<file path="config.mk">
export PLATFORM = sky130hd
export DESIGN_NAME = ordered_key_value_table_flat
export DESIGN_NICKNAME = d
export VERILOG_FILES = /design/src/hdl/okvt_pkg.sv /design/src/hdl/okvt_chan_if.sv /design/src/hdl/okvt_ctrl.sv /design/src/hdl/okvt_dpath.sv /design/src/hdl/ordered_key_value_table.sv /design/src/flat_wrapper.sv
export VERILOG_INCLUDE_DIRS = /design/src /design/src/hdl
export SDC_FILE = /design/constraint.sdc
export NUM_CORES = 1
export LEC_CHECK = 0
export BUFFER_PORTS_ARGS = -buffer_cell sky130_fd_sc_hd__buf_4
export CORE_UTILIZATION = 60
export CTS_CLUSTER_SIZE = 20
export DETAILED_ROUTE_END_ITERATION = 8
export GPL_TIMING_DRIVEN = 0
export PLACE_DENSITY = 0.77
export REMOVE_ABC_BUFFERS = 1
export SLEW_MARGIN = 25
export SYNTH_ARGS = -nofsm -noshare
export SYNTH_HDL_FRONTEND = slang
export SYNTH_HIERARCHICAL = 1
export SYNTH_SLANG_ARGS = --single-unit
</file>
<file path="constraint.sdc">
create_clock -name clk -period 13 [get_ports clk]
set_input_delay 1.95 -clock clk [delete_from_list [all_inputs] [get_ports clk]]
set_output_delay 1.95 -clock clk [all_outputs]
set_load 0.005 [all_outputs]
</file>
<file path="src/hdl/ordered_key_value_table_assert.svh">
// ---------------------------------------------------------------------------
// Assertion macros for the ordered key-value table
// Shared clocking and reset for the concurrent checks of the block.
// ---------------------------------------------------------------------------
`ifndef ORDERED_KEY_VALUE_TABLE_ASSERT_SVH
`define ORDERED_KEY_VALUE_TABLE_ASSERT_SVH

// same-cycle implication, sampled on clk, off during reset
`define OKVT_ASSERT_IMP(lbl, ante, cons, msg) \
	lbl: assert property (@(posedge clk) disable iff (!arst_n) (ante) |-> (cons)) \
		else $error(msg);

// next-cycle implication, sampled on clk, off during reset
`define OKVT_ASSERT_NXT(lbl, ante, cons, msg) \
	lbl: assert property (@(posedge clk) disable iff (!arst_n) (ante) |=> (cons)) \
		else $error(msg);

`endif

</file>
<file path="src/hdl/okvt_pkg.sv">
// ---------------------------------------------------------------------------
// okvt_pkg
// Sizes, operation codes and controller/datapath handshake types.
// ---------------------------------------------------------------------------
package okvt_pkg;

	localparam int ENTRIES    = 16;
	localparam int KEY_BITS   = 32;
	localparam int VALUE_BITS = 32;
	localparam int IDX_W      = $clog2(ENTRIES);
	localparam int CNT_W      = $clog2(ENTRIES + 1);
	localparam int FUNC_W     = 3;

	// operation codes
	localparam logic [FUNC_W-1:0] FUNC_SET    = 3'd0;
	localparam logic [FUNC_W-1:0] FUNC_GET    = 3'd1;
	localparam logic [FUNC_W-1:0] FUNC_REMOVE = 3'd2;
	localparam logic [FUNC_W-1:0] FUNC_CLEAR  = 3'd3;
	localparam logic [FUNC_W-1:0] FUNC_FIND   = 3'd4;

	// commands from controller to datapath
	typedef struct packed {
		logic load;      // latch item, clear index and results
		logic rd_en;     // read entry at index
		logic idx_inc;   // step index
		logic hit;       // capture match results
		logic val_wr;    // replace value at index
		logic append;    // write new pair at end
		logic set_full;  // flag refused insert
		logic shift_wr;  // move entry read at index down one place
		logic cnt_dec;
		logic cnt_clr;
		logic out_load;  // move results into output register
	} okvt_cmd_t;

	// status from datapath to controller
	typedef struct packed {
		logic [FUNC_W-1:0] req_func;  // func of the item on the port
		logic [FUNC_W-1:0] func;      // func of the latched item
		logic              match;
		logic              last;      // index is the last stored entry
		logic              empty;
		logic              full;
		logic              out_free;
	} okvt_sts_t;

endpackage

</file>
<file path="src/hdl/okvt_chan_if.sv">
// ---------------------------------------------------------------------------
// okvt channel interfaces
// Request and response channels with valid/ready handshake.
// ---------------------------------------------------------------------------
interface okvt_req_if;
	logic                              valid;
	logic                              ready;
	logic [okvt_pkg::FUNC_W-1:0]       func;
	logic [okvt_pkg::KEY_BITS-1:0]     key_word;
	logic [okvt_pkg::VALUE_BITS-1:0]   value_word;

	modport source (output valid, func, key_word, value_word, input ready);
	modport sink   (input valid, func, key_word, value_word, output ready);
endinterface

interface okvt_rsp_if;
	logic                              valid;
	logic                              ready;
	logic                              found;
	logic [okvt_pkg::VALUE_BITS-1:0]   result_value;
	logic [okvt_pkg::KEY_BITS-1:0]     result_key;
	logic [okvt_pkg::CNT_W-1:0]        entry_count;
	logic                              status;

	modport source (output valid, found, result_value, result_key, entry_count, status,
		input ready);
	modport sink   (input valid, found, result_value, result_key, entry_count, status,
		output ready);
endinterface

</file>
<file path="src/hdl/okvt_ctrl.sv">
// ---------------------------------------------------------------------------
// okvt_ctrl
// Sequencer: linear search, miss handling, order-keeping shift, response.
// ---------------------------------------------------------------------------
module okvt_ctrl (
	input  logic               clk,
	input  logic               arst_n,
	input  logic               req_valid,
	output logic               req_ready,
	input  okvt_pkg::okvt_sts_t sts,
	output okvt_pkg::okvt_cmd_t cmd
);

	localparam logic [2:0] ST_IDLE  = 3'd0;
	localparam logic [2:0] ST_RD    = 3'd1;
	localparam logic [2:0] ST_CMP   = 3'd2;
	localparam logic [2:0] ST_MISS  = 3'd3;
	localparam logic [2:0] ST_SH_RD = 3'd4;
	localparam logic [2:0] ST_SH_WR = 3'd5;
	localparam logic [2:0] ST_RESP  = 3'd6;

	logic [2:0] state_q, state_d;

	assign req_ready = (state_q == ST_IDLE);

	// next state and commands
	always_comb begin
		state_d = state_q;
		cmd     = '0;
		unique case (state_q)
			ST_IDLE: begin
				if (req_valid) begin
					cmd.load = 1'b1;
					case (sts.req_func) inside
						okvt_pkg::FUNC_CLEAR: begin
							cmd.cnt_clr = 1'b1;
							state_d     = ST_RESP;
						end
						okvt_pkg::FUNC_SET, okvt_pkg::FUNC_GET,
						okvt_pkg::FUNC_REMOVE, okvt_pkg::FUNC_FIND: begin
							state_d = sts.empty ? ST_MISS : ST_RD;
						end
						default: state_d = ST_RESP;
					endcase
				end
			end
			ST_RD: begin
				cmd.rd_en = 1'b1;
				state_d   = ST_CMP;
			end
			ST_CMP: begin
				if (sts.match) begin
					cmd.hit = 1'b1;
					state_d = ST_RESP;
					if (sts.func == okvt_pkg::FUNC_SET) begin
						cmd.val_wr = 1'b1;
					end else if (sts.func == okvt_pkg::FUNC_REMOVE) begin
						if (sts.last) begin
							cmd.cnt_dec = 1'b1;
						end else begin
							cmd.idx_inc = 1'b1;
							state_d     = ST_SH_RD;
						end
					end
				end else if (sts.last) begin
					state_d = ST_MISS;
				end else begin
					cmd.idx_inc = 1'b1;
					state_d     = ST_RD;
				end
			end
			ST_MISS: begin
				if (sts.func == okvt_pkg::FUNC_SET) begin
					if (sts.full) cmd.set_full = 1'b1;
					else          cmd.append   = 1'b1;
				end
				state_d = ST_RESP;
			end
			ST_SH_RD: begin
				cmd.rd_en = 1'b1;
				state_d   = ST_SH_WR;
			end
			ST_SH_WR: begin
				cmd.shift_wr = 1'b1;
				if (sts.last) begin
					cmd.cnt_dec = 1'b1;
					state_d     = ST_RESP;
				end else begin
					cmd.idx_inc = 1'b1;
					state_d     = ST_SH_RD;
				end
			end
			ST_RESP: begin
				if (sts.out_free) begin
					cmd.out_load = 1'b1;
					state_d      = ST_IDLE;
				end
			end
			default: state_d = ST_IDLE;
		endcase
	end

	always_ff @(posedge clk or negedge arst_n) begin
		if (!arst_n) state_q <= ST_IDLE;
		else         state_q <= state_d;
	end

endmodule

</file>
<file path="src/hdl/okvt_dpath.sv">
// ---------------------------------------------------------------------------
// okvt_dpath
// Key and value stores, index and count, result and output registers.
// ---------------------------------------------------------------------------
`include "ordered_key_value_table_assert.svh"

module okvt_dpath (
	input  logic                              clk,
	input  logic                              arst_n,
	input  logic [okvt_pkg::FUNC_W-1:0]       req_func,
	input  logic [okvt_pkg::KEY_BITS-1:0]     req_key,
	input  logic [okvt_pkg::VALUE_BITS-1:0]   req_value,
	input  okvt_pkg::okvt_cmd_t               cmd,
	output okvt_pkg::okvt_sts_t               sts,
	output logic                              out_valid,
	input  logic                              out_ready,
	output logic                              out_found,
	output logic [okvt_pkg::VALUE_BITS-1:0]   out_value,
	output logic [okvt_pkg::KEY_BITS-1:0]     out_key,
	output logic [okvt_pkg::CNT_W-1:0]        out_count,
	output logic                              out_status
);

	// stores
	logic [okvt_pkg::KEY_BITS-1:0]   key_mem [okvt_pkg::ENTRIES];
	logic [okvt_pkg::VALUE_BITS-1:0] val_mem [okvt_pkg::ENTRIES];

	// latched item
	logic [okvt_pkg::FUNC_W-1:0]     func_q;
	logic [okvt_pkg::KEY_BITS-1:0]   key_q;
	logic [okvt_pkg::VALUE_BITS-1:0] val_q;

	// control state
	logic [okvt_pkg::IDX_W-1:0] idx_q;
	logic [okvt_pkg::CNT_W-1:0] cnt_q;
	logic                       out_valid_q;

	// read data and results
	logic [okvt_pkg::KEY_BITS-1:0]   rd_key_q;
	logic [okvt_pkg::VALUE_BITS-1:0] rd_val_q;
	logic                            res_found_q;
	logic [okvt_pkg::VALUE_BITS-1:0] res_value_q;
	logic [okvt_pkg::KEY_BITS-1:0]   res_key_q;
	logic                            res_status_q;

	// output register
	logic                            out_found_q;
	logic [okvt_pkg::VALUE_BITS-1:0] out_value_q;
	logic [okvt_pkg::KEY_BITS-1:0]   out_key_q;
	logic [okvt_pkg::CNT_W-1:0]      out_count_q;
	logic                            out_status_q;

	logic [okvt_pkg::CNT_W-1:0]      idx_nxt;
	logic                            key_we, val_we;
	logic [okvt_pkg::IDX_W-1:0]      wr_addr;
	logic [okvt_pkg::KEY_BITS-1:0]   wr_key;
	logic [okvt_pkg::VALUE_BITS-1:0] wr_val;

	assign idx_nxt = {1'b0, idx_q} + okvt_pkg::CNT_W'(1);

	// status toward the controller
	always_comb begin
		sts.req_func = req_func;
		sts.func     = func_q;
		sts.match    = (func_q == okvt_pkg::FUNC_FIND) ? (rd_val_q == val_q)
		                                               : (rd_key_q == key_q);
		sts.last     = (idx_nxt >= cnt_q);
		sts.empty    = (cnt_q == '0);
		sts.full     = (cnt_q == okvt_pkg::CNT_W'(okvt_pkg::ENTRIES));
		sts.out_free = !out_valid_q || out_ready;
	end

	// write port select: replace, append or shift down
	always_comb begin
		key_we  = cmd.append || cmd.shift_wr;
		val_we  = cmd.append || cmd.shift_wr || cmd.val_wr;
		wr_addr = idx_q;
		wr_key  = key_q;
		wr_val  = val_q;
		if (cmd.append) begin
			wr_addr = cnt_q[okvt_pkg::IDX_W-1:0];
		end else if (cmd.shift_wr) begin
			wr_addr = idx_q - okvt_pkg::IDX_W'(1);
			wr_key  = rd_key_q;
			wr_val  = rd_val_q;
		end
	end

	// stores with registered read
	always_ff @(posedge clk) begin
		if (key_we)     key_mem[wr_addr] <= wr_key;
		if (val_we)     val_mem[wr_addr] <= wr_val;
		if (cmd.rd_en) begin
			rd_key_q <= key_mem[idx_q];
			rd_val_q <= val_mem[idx_q];
		end
	end

	// index, count and output valid
	always_ff @(posedge clk or negedge arst_n) begin
		if (!arst_n) begin
			idx_q       <= '0;
			cnt_q       <= '0;
			out_valid_q <= 1'b0;
		end else begin
			if (cmd.load)         idx_q <= '0;
			else if (cmd.idx_inc) idx_q <= idx_q + okvt_pkg::IDX_W'(1);

			if (cmd.cnt_clr)      cnt_q <= '0;
			else if (cmd.append)  cnt_q <= cnt_q + okvt_pkg::CNT_W'(1);
			else if (cmd.cnt_dec) cnt_q <= cnt_q - okvt_pkg::CNT_W'(1);

			if (cmd.out_load)     out_valid_q <= 1'b1;
			else if (out_ready)   out_valid_q <= 1'b0;
		end
	end

	// item latch, results and output payload
	always_ff @(posedge clk) begin
		if (cmd.load) begin
			func_q       <= req_func;
			key_q        <= req_key;
			val_q        <= req_value;
			res_found_q  <= 1'b0;
			res_value_q  <= '0;
			res_key_q    <= '0;
			res_status_q <= 1'b0;
		end else begin
			if (cmd.hit) begin
				res_found_q <= 1'b1;
				if (func_q == okvt_pkg::FUNC_GET || func_q == okvt_pkg::FUNC_REMOVE)
					res_value_q <= rd_val_q;
				if (func_q == okvt_pkg::FUNC_FIND)
					res_key_q <= rd_key_q;
			end
			if (cmd.set_full) res_status_q <= 1'b1;
		end
		if (cmd.out_load) begin
			out_found_q  <= res_found_q;
			out_value_q  <= res_value_q;
			out_key_q    <= res_key_q;
			out_count_q  <= cnt_q;
			out_status_q <= res_status_q;
		end
	end

	assign out_valid  = out_valid_q;
	assign out_found  = out_found_q;
	assign out_value  = out_value_q;
	assign out_key    = out_key_q;
	assign out_count  = out_count_q;
	assign out_status = out_status_q;

	// checks
	`OKVT_ASSERT_IMP(a_cnt_bound, 1'b1, cnt_q <= okvt_pkg::CNT_W'(okvt_pkg::ENTRIES), "count above capacity")
	`OKVT_ASSERT_IMP(a_append_room, cmd.append, !sts.full, "append into full table")
	`OKVT_ASSERT_IMP(a_shift_idx, cmd.shift_wr, idx_q != '0, "shift write at index zero")
	`OKVT_ASSERT_IMP(a_out_slot, cmd.out_load, sts.out_free, "result overwrites pending output")
	`OKVT_ASSERT_NXT(a_dec_nonempty, cmd.cnt_dec, $past(cnt_q) != '0, "count decremented from zero")

endmodule

</file>
<file path="src/hdl/ordered_key_value_table.sv">
// Sequence, accept to result valid: clear and unused codes go straight to the response;
// a search examines entries in turn, each with one store read then one compare, and goes
// through the miss state on a miss; remove then moves each later entry down (read, write).
// Throughput: one item at a time; the next item is taken the cycle after the result is
// loaded into the output register. Reset: arst_n clears the count, controller and output
// valid; the key and value stores are not cleared (entries past the count are never read).
// ---------------------------------------------------------------------------
// ordered_key_value_table
// Insertion-ordered key-value table with linear search and shift-on-remove.
// ---------------------------------------------------------------------------
module ordered_key_value_table (
	input logic        clk,
	input logic        arst_n,
	okvt_req_if.sink   req,
	okvt_rsp_if.source rsp
);

	okvt_pkg::okvt_cmd_t cmd;
	okvt_pkg::okvt_sts_t sts;

	// sequencer
	okvt_ctrl u_ctrl (
		.clk       (clk),
		.arst_n    (arst_n),
		.req_valid (req.valid),
		.req_ready (req.ready),
		.sts       (sts),
		.cmd       (cmd)
	);

	// stores and registers
	okvt_dpath u_dpath (
		.clk        (clk),
		.arst_n     (arst_n),
		.req_func   (req.func),
		.req_key    (req.key_word),
		.req_value  (req.value_word),
		.cmd        (cmd),
		.sts        (sts),
		.out_valid  (rsp.valid),
		.out_ready  (rsp.ready),
		.out_found  (rsp.found),
		.out_value  (rsp.result_value),
		.out_key    (rsp.result_key),
		.out_count  (rsp.entry_count),
		.out_status (rsp.status)
	);

endmodule
</file>
<file path="src/flat_wrapper.sv">
// flat-port wrapper written by rule: the top's interface ports become plain ports
module ordered_key_value_table_flat 
  (clk, arst_n, req_valid, req_func, req_key_word, req_value_word, req_ready, rsp_valid, rsp_found, rsp_result_value, rsp_result_key, rsp_entry_count, rsp_status, rsp_ready);
  okvt_req_if req_i ();
  okvt_rsp_if rsp_i ();
  input logic clk;
  input logic arst_n;
  input wire logic [$bits(req_i.valid)-1:0] req_valid;
  input wire logic [$bits(req_i.func)-1:0] req_func;
  input wire logic [$bits(req_i.key_word)-1:0] req_key_word;
  input wire logic [$bits(req_i.value_word)-1:0] req_value_word;
  output wire logic [$bits(req_i.ready)-1:0] req_ready;
  output wire logic [$bits(rsp_i.valid)-1:0] rsp_valid;
  output wire logic [$bits(rsp_i.found)-1:0] rsp_found;
  output wire logic [$bits(rsp_i.result_value)-1:0] rsp_result_value;
  output wire logic [$bits(rsp_i.result_key)-1:0] rsp_result_key;
  output wire logic [$bits(rsp_i.entry_count)-1:0] rsp_entry_count;
  output wire logic [$bits(rsp_i.status)-1:0] rsp_status;
  input wire logic [$bits(rsp_i.ready)-1:0] rsp_ready;
  assign req_i.valid = req_valid;
  assign req_i.func = req_func;
  assign req_i.key_word = req_key_word;
  assign req_i.value_word = req_value_word;
  assign req_ready = req_i.ready;
  assign rsp_valid = rsp_i.valid;
  assign rsp_found = rsp_i.found;
  assign rsp_result_value = rsp_i.result_value;
  assign rsp_result_key = rsp_i.result_key;
  assign rsp_entry_count = rsp_i.entry_count;
  assign rsp_status = rsp_i.status;
  assign rsp_i.ready = rsp_ready;
  ordered_key_value_table u_core (.clk(clk), .arst_n(arst_n), .req(req_i), .rsp(rsp_i));
endmodule
</file>
Word level (Yosys, flattened, before mapping)
Memories as Yosys holds them, arrays and structs flattened. A register that Yosys moved wholly into a read port is not among the register bits. Cells that the tools add are included.

Flip-flop bits (word level): 217. Bits in writable memories: 1024. Input port bits: 71. Output and inout bits: 73. Logic and storage cells: 114. Memories kept: 2.

Memory list: u_core.u_dpath.key_mem (depth 16, width 32, read ports 1, clocked after memory_dff 1, wr ports 1, RTL line okvt_dpath.sv:25) `logic [okvt_pkg::KEY_BITS-1:0] key_mem [okvt_pkg::ENTRIES];`; u_core.u_dpath.val_mem (depth 16, width 32, read ports 1, clocked after memory_dff 1, wr ports 1, RTL line okvt_dpath.sv:26) `logic [okvt_pkg::VALUE_BITS-1:0] val_mem [okvt_pkg::ENTRIES];`.

$add $sub $neg: 5. $lt $le $gt $ge: 1. Eq/ne operators: 18. Muxes and demuxes: 55. Reduce and logical (&&, ||, !) cells: 17.

Operators by type and width (number): two-way mux 32 bit (4); == test 32 bit (2); two-way mux 1 bit (27); one-hot mux 3 bit (7 select lines) (1); two-way mux 2 bit (9); two-way mux 4 bit (4); == test 3 x 2 -> 1 bit, second input constant (5); == test 3 bit, second input constant (5); two-way mux 3 bit (5); two-way mux 5 bit (3); == test 3 x 1 -> 1 bit, second input constant (3); logical NOT 3 bit (3); AND reduction 2 bit (3); adder 4 x 1 -> 5 bit, second input constant (1); adder 5 x 1 -> 5 bit, second input constant (1); == test 5 bit, second input constant (1); >= comparator 5 bit (1); logical NOT 5 bit (1); subtractor 5 x 1 -> 5 bit, second input constant (1); adder 4 x 1 -> 4 bit, second input constant (1); logical OR 1 bit (4); one-hot mux 1 bit (2 select lines) (2); nonzero test 2 bit (2); OR reduction 4 bit (1); other kinds (6) (6).

Depth between registers and ports, before layout
Word-level depth: 10. Mapped depth: 16. Depth with buffers taken out: 12.

By module
The synthesis kept the hierarchy.

Modules (own cells, without submodules): okvt_dpath (instances 1, cells each 2698, area an instance 49985.4 um2, sequential area each 38386.8 um2); okvt_ctrl (instances 1, cells each 51, area an instance 384.1 um2, sequential area each 75.1 um2).

Least setup slack after synthesis
Ideal clock, no wire load.

Kind: input port to flip-flop. Start point: input port rsp_ready. End point: register u_core.u_dpath.out_count_q, in the netlist u_core/u_dpath/out_count[0] (enable). Library setup time: 0.604 ns. Arrival time: 7.322 ns. Data required time: 12.396 ns. Slack: 5.074 ns. Stages on the path: 2. Buffers on the path: 0. Cell sequence: nand2b_1 > nor3b_1.

RTL lines: start, declared (RTL line flat_wrapper.sv:19) `input wire logic [$bits(rsp_i.ready)-1:0] rsp_ready;`; end signal, assigned (RTL line okvt_dpath.sv:142) `out_count_q <= cnt_q;`; end, declared (RTL line okvt_dpath.sv:50) `logic [okvt_pkg::CNT_W-1:0] out_count_q;`.

==> metrics.md <==
| Metric | Value |
|---|---|
| Syn Std Cell Area | 0.0504 sq mm |
| Detailed Routing Iterations Pass 1 | 6 |
| Chip width | 292 um |
| CTS tree | yes |
| Hold crit path type | reg2reg |
| Core ar. | 0.0826 sq mm |
| Hold EP | u_core/u_dpath/out_value[22]$_DFFE_PP_ |
| Layout Cells excl Fill | ~4200 |
| Mapped Cells | 2749 |
| Yosys cell types | 51 |
| Initial Util | 0.610 |
| Share of layout cells above drive strength 1 | 0.241 |
| Clk Latency, worst-skew pair | 0.72 ns |
| Reg-to-reg startpoint | u_core/u_dpath/val_q[11]$_DFFE_PP_ |
| Nets | 3061 |
| # IOs | around 140 |
| Critical Path Max Stage Delay | 0.83 ns |
| Final Setup Violations | 0 |
| Final Cycle Share | 0.441 |
| Setup Skew | 0.0313 ns |
| Hold_buf cts | 0 |
| RSZ-0062 raised after global routing | no |
| CP arrival | 6.14 ns |
| Crit-path slowest cell | o21ai_0 |
| DRC viols | 0 |
| Yosys reg bits | 1305 |
| Asr flop ratio synth | 0.00996 |
| Vias in the first global route | 27907 |
| Initial antenna violation count | 1 |
| Max_cap viols | 0 |
| Setup Fix Bufs, Post-CTS | 0 |
| Root buffer cell | clkbuf_16 |
| Cell Pwr Density | 137 mW/mm^2 |
| Number of cells on the critical path | 13 |
| Antenna Nets Post-Route | 0 |
| Die area | 0.0851 sq mm |
| Avg WL per Cell | 29.0 um |
| Commonest non-fill, non-tap cells in the layout | 1226 x edfxtp_1, 218 x nand2_1, 191 x mux2i_1 |
| Post-CTS sizing | 0 |
| Critical path required time | approximately 13 ns |
| Worst hold path startpoint | u_core/u_dpath/res_value_q[22]$_SDFFE_PP0P_ |
| Global-route wire length before repair | 177000 um |
| Slew margin rel. | 0.319 |
| Dominant synthesized flop cell | edfxtp_1 |
| Worst Tran Pin Value | 1.01 ns |
| Fin. Hold Viols | 0 |
| Status | finished, final reports clean |
| Placer Congestion | 0.783 |
| Bufs and invs on worst path | 2 |
| Largest net degree at the start of global routing | 54 |
| Crit Path Max Fanout | 12 |
| Leakage | about 21 nW |
| Final Worst Setup Slack | 7.27 ns |
| Area Overhead vs Synth | 16.8% |
| TritonCTS buffer count | 121 |
| Final Max Tran Viols | 0 |
| Final min period | 5.73 ns |
| Vias per cell | 6.54 |
| GRT Overall Usage | 0.283 |
| Yosys warnings | 6 |
| Syn avg cell area | 18.3 sq um |
| Worst hold path depth | 0 |
| Hpwl dp | 71600 um |
| Reg-to-Reg End | u_core/u_dpath/val_mem[2][28]$_DFFE_PP_ |
| EDFF count, synth | around 1200 |
| Critical path, cell by cell | xnor2_1 > nand4_1 > nor4_1 > nand4_1 > o21ai_0 > and3_2 > nor3b_1 > a211oi_1 > a21oi_1 > nand2_1 > nor2_4 > buf_16 > buf_16 |
| Placed insts | roughly 3900 |
| Via count | 27205 |
| Die Y-Extent | ~290 um |
| Peak Freq | ~170 MHz |
| CTS H-Tree Depth | 3 |
| Reg2Reg Setup Slack | 7.27 ns |
| Clock transition at the registers of the reported paths | roughly 0.06 ns |
| Number of I/O port buffers | ~140 |
| Worst slack, placed | between 7 and 8 ns |
| Clock sink count | 1305 |
| DR iter-0 viols | 3078 |
| R2R depth | 13 |
| Critical path class | reg2reg |
| Setup crit end kind | flip-flop |
| Commonest non-fill, non-tap cell in the layout | edfxtp_1 |
| Final wirelength | about 120000 um |
| Gr ovfl total | 0 |
| CTS max path bufs | 3 |
| Maximum VDD drop | between 0.0001 and 0.00015 V |
| Type of origin of the critical path | flip-flop |
| Number of core rows | 105 |
| CP delay by family, top | simple AND/OR/NAND/NOR gates |
| Post-synthesis sequential area ratio | 0.764 |
## cells in the mapped netlist (8+ instances only)
master | number | area [sq um]
inv_1 | 8 | 30.0
a21oi_1 | 135 | 676
ha_1 | 10 | 125
buf_6 | 17 | 191
edfxtp_1 | 1226 | 36800
nand2_1 | 221 | 830
xor2_1 | 52 | 455
mux2i_1 | 191 | 1910
buf_2 | 42 | 210
nor2_1 | 54 | 203
buf_1 | 8 | 30.0
nor4_1 | 10 | 62.6
dfrtp_1 | 13 | 325
clkbuf_1 | 64 | 240
a221oi_1 | 63 | 552
mux2_2 | 127 | 1430
a22oi_1 | 63 | 473
buf_4 | 16 | 120
dfxtp_1 | 66 | 1320
xnor2_1 | 25 | 219
o21ai_0 | 136 | 681
mux4_2 | 131 | 2950
## flip-flops by register name, indices dropped and copies added (netlist names), 3 cells and up
register / count
u_core/u_dpath/func_q: 3
u_core/u_dpath/val_mem: 512
u_core/u_dpath/out_count: 5
u_core/u_dpath/val_q: 32
u_core/u_dpath/res_value_q: 32
u_core/u_dpath/idx_q: 4
u_core/u_ctrl/state_q: 3
u_core/u_dpath/cnt_q: 5
u_core/u_dpath/rd_key_q: 32
u_core/u_dpath/key_q: 32
u_core/u_dpath/out_key: 32
u_core/u_dpath/key_mem: 512
u_core/u_dpath/res_key_q: 32
u_core/u_dpath/out_value: 32
u_core/u_dpath/rd_val_q: 32
## per-stage QoR
| stage | cell area, sq um | hold WS [ns] | setup TNS [ns] | total power, mW | utilization |
|---|---|---|---|---|---|
| floorplan | 49600 | 0.408 | -2673.58 | 4.62 | - |
| global placement | 52000 | 0.412 | -9541.67 | 4.63 | 0.629 |
| detailed placement | 54800 | 0.416 | 0 | 4.63 | 0.664 |
| CTS | 58800 | 0.431 | 0 | 8.11 | 0.712 |
| global route | 58800 | 0.439 | 0 | 8.26 | 0.712 |
| finish | 58800 | 0.430 | 0 | 8.07 | 0.712 |
## worst reg2reg max path, cell delays in order, from the launching register on
cell,delay (ns)
edfxtp_1,0.48
xnor2_1,0.63
nand4_1,0.39
nor4_1,0.79
nand4_1,0.16
o21ai_0,0.83
and3_2,0.38
nor3b_1,0.20
a211oi_1,0.08
a21oi_1,0.21
nand2_1,0.28
nor2_4,0.57
buf_16,0.25
buf_16,0.18
## layer usage
| metal | global-route usage | part of all wire | vias to the layer above |
|---|---|---|---|
| met3 | 0.0463 | 0.096 | 300 |
| met5 | 0 | 0.00011 | - |
| met1 | 0.374 | 0.37 | 13811 |
| li1 | - | - | 11381 |
| met4 | 0.111 | 0.036 | 2 |
| met2 | 0.476 | 0.50 | 1711 |
## kinds of logic after synthesis
group           after synthesis  share of synthesized area
compound gates              417                     0.0502
xor+xnor                     77                     0.0134
fa+ha+maj                    12                    0.00311
buf+inv                     155                     0.0163
flops                      1305                      0.764
mux                         449                      0.125
simple gates                334                     0.0285
## worst max-delay path by stage
stage / startpoint / end / slack, ns
2_1_floorplan: u_core/u_dpath/idx_q[0]$_DFFE_PN0P_ / u_core/u_dpath/key_mem[7][0]$_DFFE_PP_ / -2.68
3_3_place_gp: u_core/u_dpath/idx_q[0]$_DFFE_PN0P_ / u_core/u_dpath/key_mem[2][6]$_DFFE_PP_ / -9.11
3_5_place_dp: u_core/u_dpath/val_q[11]$_DFFE_PP_ / u_core/u_dpath/val_mem[2][24]$_DFFE_PP_ / 7.48
4_1_cts: u_core/u_dpath/val_q[11]$_DFFE_PP_ / u_core/u_dpath/val_mem[2][28]$_DFFE_PP_ / 7.42
5_1_grt: u_core/u_dpath/val_q[11]$_DFFE_PP_ / u_core/u_dpath/val_mem[0][25]$_DFFE_PP_ / 7.12
6_report: u_core/u_dpath/val_q[11]$_DFFE_PP_ / u_core/u_dpath/val_mem[2][28]$_DFFE_PP_ / 7.27
## where the power goes
part	total, mW	internal [mW]	switching (mW)	leakage (nW)
Combinational	0.0186	0.0135	0.00509	7.42
Clock	3.53	2.00	1.53	1.93
Sequential	4.53	4.53	0.00000000000000000663	11.8
Total	8.07	6.54	1.53	21.2
## cell type report
cell class	instances	area, sq um
Clock buffer	151	3180
Clock inverter	79	807
Timing Repair Buffer	254	3620
Multi-Input combinational cell	1289	11400
Inverter	8	30.0
Fill cell	4628	23800
Sequential cell	1305	38500
Tap cell	1070	1340
Antenna cell	1	2.50
Power figures use the tool's default switching activity.
